File: config.mk
export PLATFORM = sky130hd
export DESIGN_NAME = wrdb_ctrl
export DESIGN_NICKNAME = d
export VERILOG_FILES = /design/src/hdl/wrdb_pkg.sv /design/src/hdl/wrdb_ctrl.sv
export SDC_FILE = /design/constraint.sdc
export NUM_CORES = 1
export LEC_CHECK = 0
export ABC_CLOCK_PERIOD_IN_PS = 2200
export BUFFER_PORTS_ARGS = -buffer_cell sky130_fd_sc_hd__buf_4
export CAP_MARGIN = 20
export CORE_MARGIN = 3
export CORE_UTILIZATION = 55
export CTS_BUF_LIST = sky130_fd_sc_hd__clkbuf_8
export CTS_CLUSTER_SIZE = 20
export DETAILED_ROUTE_END_ITERATION = 7
export PLACE_DENSITY_LB_ADDON = 0.05
export SYNTH_ARGS = -nofsm -noshare
export SYNTH_HDL_FRONTEND = slang
export SYNTH_SLANG_ARGS = --single-unit
File: constraint.sdc
create_clock -name clk_i -period 2.2 [get_ports clk_i]
set_input_delay 0.22 -clock clk_i [delete_from_list [all_inputs] [get_ports clk_i]]
set_output_delay 0.22 -clock clk_i [all_outputs]
set_load 0.05 [all_outputs]
File: src/hdl/wrdb_pkg.sv
package wrdb_pkg;

  localparam int unsigned SampleBits  = 16;
  localparam int unsigned WinBits     = 17;
  localparam int unsigned CfgBits     = 24;
  localparam int unsigned EnergyBits  = 47;
  localparam int unsigned DivBits     = 48;
  localparam int unsigned DividendLen = EnergyBits + 48;
  localparam int unsigned QuotBits    = 63;
  localparam int unsigned XBits       = 57;
  localparam int unsigned CntBits     = 7;

  localparam logic [WinBits-1:0]    WinMax     = 17'd65536;
  localparam logic [EnergyBits-1:0] EnergyMax  = {EnergyBits{1'b1}};
  localparam logic [30:0]           FullScale  = 31'h7FFF_FFFF;
  localparam logic [63:0]           QSat       = 64'h4000_0000_0000_0000;
  localparam logic [29:0]           Log10Two   = 30'd323228497;

  localparam logic [CntBits-1:0] DivSteps  = 7'd94;
  localparam logic [CntBits-1:0] SqrtSteps = 7'd31;
  localparam logic [CntBits-1:0] LogSteps  = 7'd23;

  typedef enum logic [1:0] {
    RegWindow   = 2'd0,
    RegGain     = 2'd1,
    RegPostGain = 2'd2,
    RegOffset   = 2'd3
  } reg_idx_e;

  typedef struct packed {
    logic acc;
    logic prep;
    logic div;
    logic sqi;
    logic sqrt;
    logic mulx;
    logic norm;
    logic err;
    logic logi;
    logic logs;
    logic gmul;
    logic tmul;
    logic load;
  } cmd_t;

  typedef struct packed {
    logic fire;
    logic x_zero;
    logic x_norm;
  } sts_t;

endpackage

File: src/hdl/wrdb_ctrl.sv
module wrdb_ctrl (
  input  logic            clk_i,
  input  logic            rst_ni,
  input  logic            sample_valid_i,
  output logic            sample_stall_o,
  output logic            result_valid_o,
  input  logic            result_stall_i,
  input  wrdb_pkg::sts_t  sts_i,
  output wrdb_pkg::cmd_t  cmd_o
);
  import wrdb_pkg::*;

  typedef enum logic [11:0] {
    StIdle = 12'b0000_0000_0001,
    StPrep = 12'b0000_0000_0010,
    StDiv  = 12'b0000_0000_0100,
    StSqi  = 12'b0000_0000_1000,
    StSqrt = 12'b0000_0001_0000,
    StMulx = 12'b0000_0010_0000,
    StNorm = 12'b0000_0100_0000,
    StLogi = 12'b0000_1000_0000,
    StLog  = 12'b0001_0000_0000,
    StGmul = 12'b0010_0000_0000,
    StTmul = 12'b0100_0000_0000,
    StFin  = 12'b1000_0000_0000
  } state_e;

  state_e             state_q, state_d;
  logic [CntBits-1:0] cnt_q, cnt_d;
  logic               valid_q, valid_d;

  always_comb begin
    state_d = state_q;
    cnt_d   = cnt_q;
    cmd_o   = '0;
    valid_d = valid_q && result_stall_i;
    unique case (state_q)
      StIdle: begin
        if (sample_valid_i) begin
          cmd_o.acc = 1'b1;
          if (sts_i.fire) state_d = StPrep;
        end
      end
      StPrep: begin
        cmd_o.prep = 1'b1;
        cnt_d      = DivSteps;
        state_d    = StDiv;
      end
      StDiv: begin
        cmd_o.div = 1'b1;
        cnt_d     = cnt_q - 1'b1;
        if (cnt_q == '0) state_d = StSqi;
      end
      StSqi: begin
        cmd_o.sqi = 1'b1;
        cnt_d     = SqrtSteps;
        state_d   = StSqrt;
      end
      StSqrt: begin
        cmd_o.sqrt = 1'b1;
        cnt_d      = cnt_q - 1'b1;
        if (cnt_q == '0) state_d = StMulx;
      end
      StMulx: begin
        cmd_o.mulx = 1'b1;
        state_d    = StNorm;
      end
      StNorm: begin
        if (sts_i.x_zero) begin
          cmd_o.err = 1'b1;
          state_d   = StFin;
        end else if (sts_i.x_norm) begin
          state_d = StLogi;
        end else begin
          cmd_o.norm = 1'b1;
        end
      end
      StLogi: begin
        cmd_o.logi = 1'b1;
        cnt_d      = LogSteps;
        state_d    = StLog;
      end
      StLog: begin
        cmd_o.logs = 1'b1;
        cnt_d      = cnt_q - 1'b1;
        if (cnt_q == '0) state_d = StGmul;
      end
      StGmul: begin
        cmd_o.gmul = 1'b1;
        state_d    = StTmul;
      end
      StTmul: begin
        cmd_o.tmul = 1'b1;
        state_d    = StFin;
      end
      StFin: begin
        // The result register frees up in the same cycle its transaction completes.
        if (!valid_q || !result_stall_i) begin
          cmd_o.load = 1'b1;
          valid_d    = 1'b1;
          state_d    = StIdle;
        end
      end
      default: state_d = StIdle;
    endcase
  end

  always_ff @(posedge clk_i or negedge rst_ni) begin
    if (!rst_ni) begin
      state_q <= StIdle;
      cnt_q   <= '0;
      valid_q <= 1'b0;
    end else begin
      state_q <= state_d;
      cnt_q   <= cnt_d;
      valid_q <= valid_d;
    end
  end

  assign sample_stall_o = (state_q != StIdle);
  assign result_valid_o = valid_q;

endmodule

# Word level (Yosys, flattened, before mapping)
# Index checks and enable logic that the tools add are counted.
[totals]
register_bits = 20
in_bits = 7
output_inout_bits = 15
word_cells = 61
[classes]
add_sub_neg = 1
eq_ne = 20
n_mux = 29
n_reduce_logical = 8
[ops]
columns = ["cell", "n"]
rows = [
  ["$pmux W12 S12", 1],
  ["$mux W12", 8],
  ["$pmux W7 S4", 1],
  ["$mux W1", 18],
  ["$eq A12 B1 Y1 const B", 1],
  ["$eq A12 B10 Y1 const B", 1],
  ["$eq A12 B11 Y1 const B", 1],
  ["$eq A12 B12 Y1 const B", 1],
  ["$eq A12 B2 Y1 const B", 1],
  ["$eq A12 B3 Y1 const B", 1],
  ["$eq A12 B4 Y1 const B", 1],
  ["$eq A12 B5 Y1 const B", 1],
  ["$eq A12 B6 Y1 const B", 1],
  ["$eq A12 B7 Y1 const B", 1],
  ["$eq A12 B8 Y1 const B", 1],
  ["$eq A12 B9 Y1 const B", 1],
  ["$ne A12 B1 Y1 const B", 1],
  ["$ne A2 B2 Y1 const B", 6],
  ["$logic_not A7 Y1", 1],
  ["$reduce_and A7 Y1", 1],
  ["$sub A7 B1 Y7 const B", 1],
  ["$reduce_bool A4 Y1", 1],
  ["$ne A3 B3 Y1 const B", 1],
  ["$reduce_or A3 Y1", 1],
  ["4 further kinds", 5],
]

# Logic depth before layout (Yosys ltp)
[logic_depth]
ltp_word = 4
mapped_depth = 6
ltp_nobuf = 6

# Least setup slack after synthesis
# No wires, ideal clock.
[synth_path]
path_kind = "register to register"
start = "register state_q[2]"
end = "register state_q[0]"
setup_ps = 110
arrival_time_ps = 2950
required_time_ps = 2090
setup_slack_ps = -860
path_stages_with_launch = 6
n_path_buf = 0
synth_period_minus_slack_ps = 3060
path_cell_list = "dfrtp_1 > nor4_4 > nand2_1 > nor4_1 > or4b_2 > o32ai_2"
[synth_between]
elab_chain_len = 3
word_cells_on_any_way = 21
cone_classes = "eq/ne: 19; mux: 1; reduce/logical: 1"
[synth_rtl]
columns = ["element", "line_no", "text"]
rows = [
  ["start, declared", "wrdb_ctrl.sv:28", "state_e state_q, state_d;"],
  ["start signal, assigned", "wrdb_ctrl.sv:110", "state_q <= StIdle;"],
  ["start signal, assigned", "wrdb_ctrl.sv:114", "state_q <= state_d;"],
  ["$eq A12 B7 Y1 (tied with other cells)", "wrdb_ctrl.sv:37", "unique case (state_q)"],
  ["$ne A3 B3 Y1 (no line) or $ne A2 B2 Y1 (tied branches)", "--", ""],
  ["$reduce_and A7 Y1 (no line)", "--", ""],
]
# Parallel ways exist; a longest one is shown, timed or not.
# A chain may end at the register's enable or synchronous reset.

==> results.ini <==
[outcome]
status=complete, no violations

[grt]
grt_pass1_wl_um=5000
grt_max_degree=21
grtUsageMet3_pct=4.01
gr-total-overflow=0
grt-busiest-layer=met2
grt_use_met2_pct=42.3
use_met1_pct=31.9
grt_pass1_vias=1064
grt.total_usage_pct=25.3
grt_antenna_before_repair=0

[critical_path]
regToRegEndpoint=state_q[0]$_DFFE_PN1P_
worstSetupPathType=register to output pin
crit_path_end_kind=output pin
arrival_ps=1870
reg2reg_slack_ps=120
startpoint=state_q[9]$_DFFE_PN0P_
r2r_start=state_q[0]$_DFFE_PN1P_
reg2reg_depth=6
start_kind=register
crit_fanout=6
worstPathRequired_ps=1980

[yosys]
synthFlopType=dfrtp_1
synth-seq-cells=20
yosysUniqueCellTypes=38
yosysTopAreaCell=dfrtp_1
synth.yosys.seq_area_share_pct=43.0
syn-instance-count=120
synthArstFlopShare_pct=100
synthTopCellsByCount=19 x dfrtp_1, 13 x nor2_1, 11 x inv_1
yosysWarnings=0
synth.cell_area_um2=1170
yosys-top-cells-area=dfrtp_1 41%, nor4b_1 6.8%, nor4_4 5.5%
synth_top_cell_area_share_pct=40.7
yosysMostFrequentCell=dfrtp_1
synth-edff-count=0
synth_fp_nets=129
synth_area_per_cell_um2=9.73

[hold_path]
holdPathEnd=state_q[7]$_DFFE_PN0P_
hold_depth=2
hold_class=primary input to register
min_from=sts_i[1]

[floorplanning]
ios=22
core_area_um2=1980
die_area_um2=2710
die_y_um=52.1
num_rows=16
die_w_um=52.1
initial_core_util_pct=58.9

[cells_and_area]
diodes=0
fillCellCount=141
finalNonFillerCells=177
multi_input_area_um2=652
layout.area.seq_um2=503
drive_gt1_share_pct=33.3
areaGrowthSynthToFinish_pct=29.7
fin_nets=160

[drt]
vias_per_cell=6.15
wirelength_um=3070
avgRoutedWirePerCell_um=17.3
ant_nets=0
vias=1089
first_iter_violations=32
first_pass_iters=4
drc=0

[sta]
post-route-period-util_pct=95.1
tightest_slew_ps=481
maxSlewViolCount=0
fmax_mhz=478
setup_viol=0
maxSlewHeadroom_pct=67.6
hold_violations=0
period_needed_ps=2090
fin_skew_ps=5.46
hold_ws_ps=131

[placement]
dp_hpwl_um=2040
portBuffers=21
place.gp.congestion=0.842
dp.cells=168

[power_and_ir_drop]
ir_drop_mv=0.998
power.density_nw_per_um2=1140
clockPowerShare_pct=21.4
power_frac_comb_pct=46.4
power.switching_mw=0.705
seqPwrFrac_pct=32.2
totalPowerFinal_mw=1.73
leakage_nw=0.765
p_int_mw=1.03
p_sw_share_pct=40.7

[clock_network]
htree_levels=1
cts.path.max_buffers=2
cts_tree=built
cts.clk_slew.worst_paths_ps=70
cts_sinks=20
insertion_delay_ps=260
cts_buffers=3
root_buffer=clkbuf_8

[job]
cap_violations=0

cell usage in the layout (no fill, tap or decap), types with 2 or more instances in the layout:
cell	instances
nor2_1	12
a21oi_1	3
dfrtp_1	18
inv_1	10
nand3_2	2
a21o_1	2
nor4b_1	8
nand3_1	7
a2bb2oi_1	2
ha_1	2
or3_1	2
nand2_1	8
and3_1	4
nor4_4	4
o21ai_0	4
o21a_1	2
clkbuf_8	3
nor3_1	3
buf_4	27
registers in the layout, summed over array words and instances (netlist names):
name	count
state_q	12
cnt_q	7
result_valid_o	1
worst max-delay path, stage by stage (launching register included):
cell     delay, ps
dfrtp_1        480
nor4_4         320
nand3_2        140
or3_1          350
inv_1          120
buf_4          210
kinds of logic after synthesis:
kind of cell | synth area share [%]
and+or+nand+nor | 35.0
muxes | 1.82
AOI/OAI and AO/OA | 12.3
adders and majority gates | 2.14
xor gates and xnor gates | 0.750
buffers and inverters | 4.93
DFF | 43.0
what timing repair did:
action / CTS / global route
gates cloned: 0 / 0
hold buffers: 1 / 0
pin swaps: 2 / 1
buffers inserted: 2 / 2
hold endpoints to repair: 19 / 0
gates resized for setup: 0 / 4
endpoints found under the setup margin: 1 / 5
metal layers:
layer / share of wire [%] / vias to the layer above / wire length, um
met1: 44 / 537 / 1340
met2: 50 / 41 / 1530
met5: 0 / - / 0
li1: - / 504 / -
met4: 1.8 / 0 / 54
met3: 4.6 / 7 / 140
stage by stage:
stage	setup slack, ps	setup TNS, ps	utilization [%]	cell area (um2)
3_3_place_gp	212	0	70.1	1390
3_5_place_dp	148	0	70.1	1390
6_report	107	0	76.4	1510
2_1_floorplan	17.6	0	-	1200
5_1_grt	-34.2	-34.2	76.4	1510
4_1_cts	41.1	0	75.0	1490
power groups by stage:
stage               Combinational, mW  Clock [mW]  Sequential [mW]
detailed placement              0.746           0            0.562
CTS                             0.781       0.368            0.557
global route                    0.871       0.389            0.570
finish                          0.802       0.371            0.557
floorplan                       0.574           0            0.538
global placement                0.729           0            0.554
final cells by class:
cell class,count,area share [%]
inverters,11,2.73
clock buffers,3,2.73
clock inverters,1,1.98
repair buffers,28,14.0
multi-input cells,87,43.1
well taps,27,2.23
flip-flops and latches,20,33.2
how the worst max path moves through the flow:
stage / endpoint / slack, ps / depth (start not counted)
floorplan: state_q[0]$_DFFE_PN1P_ / 20 / 6
global placement: cmd_o[6] / 210 / 5
detailed placement: cmd_o[6] / 150 / 5
CTS: cmd_o[2] / 40 / 4
global route: cmd_o[12] / -30 / 5
finish: cmd_o[6] / 110 / 5
No activity file was read; power rests on OpenSTA's default activity.
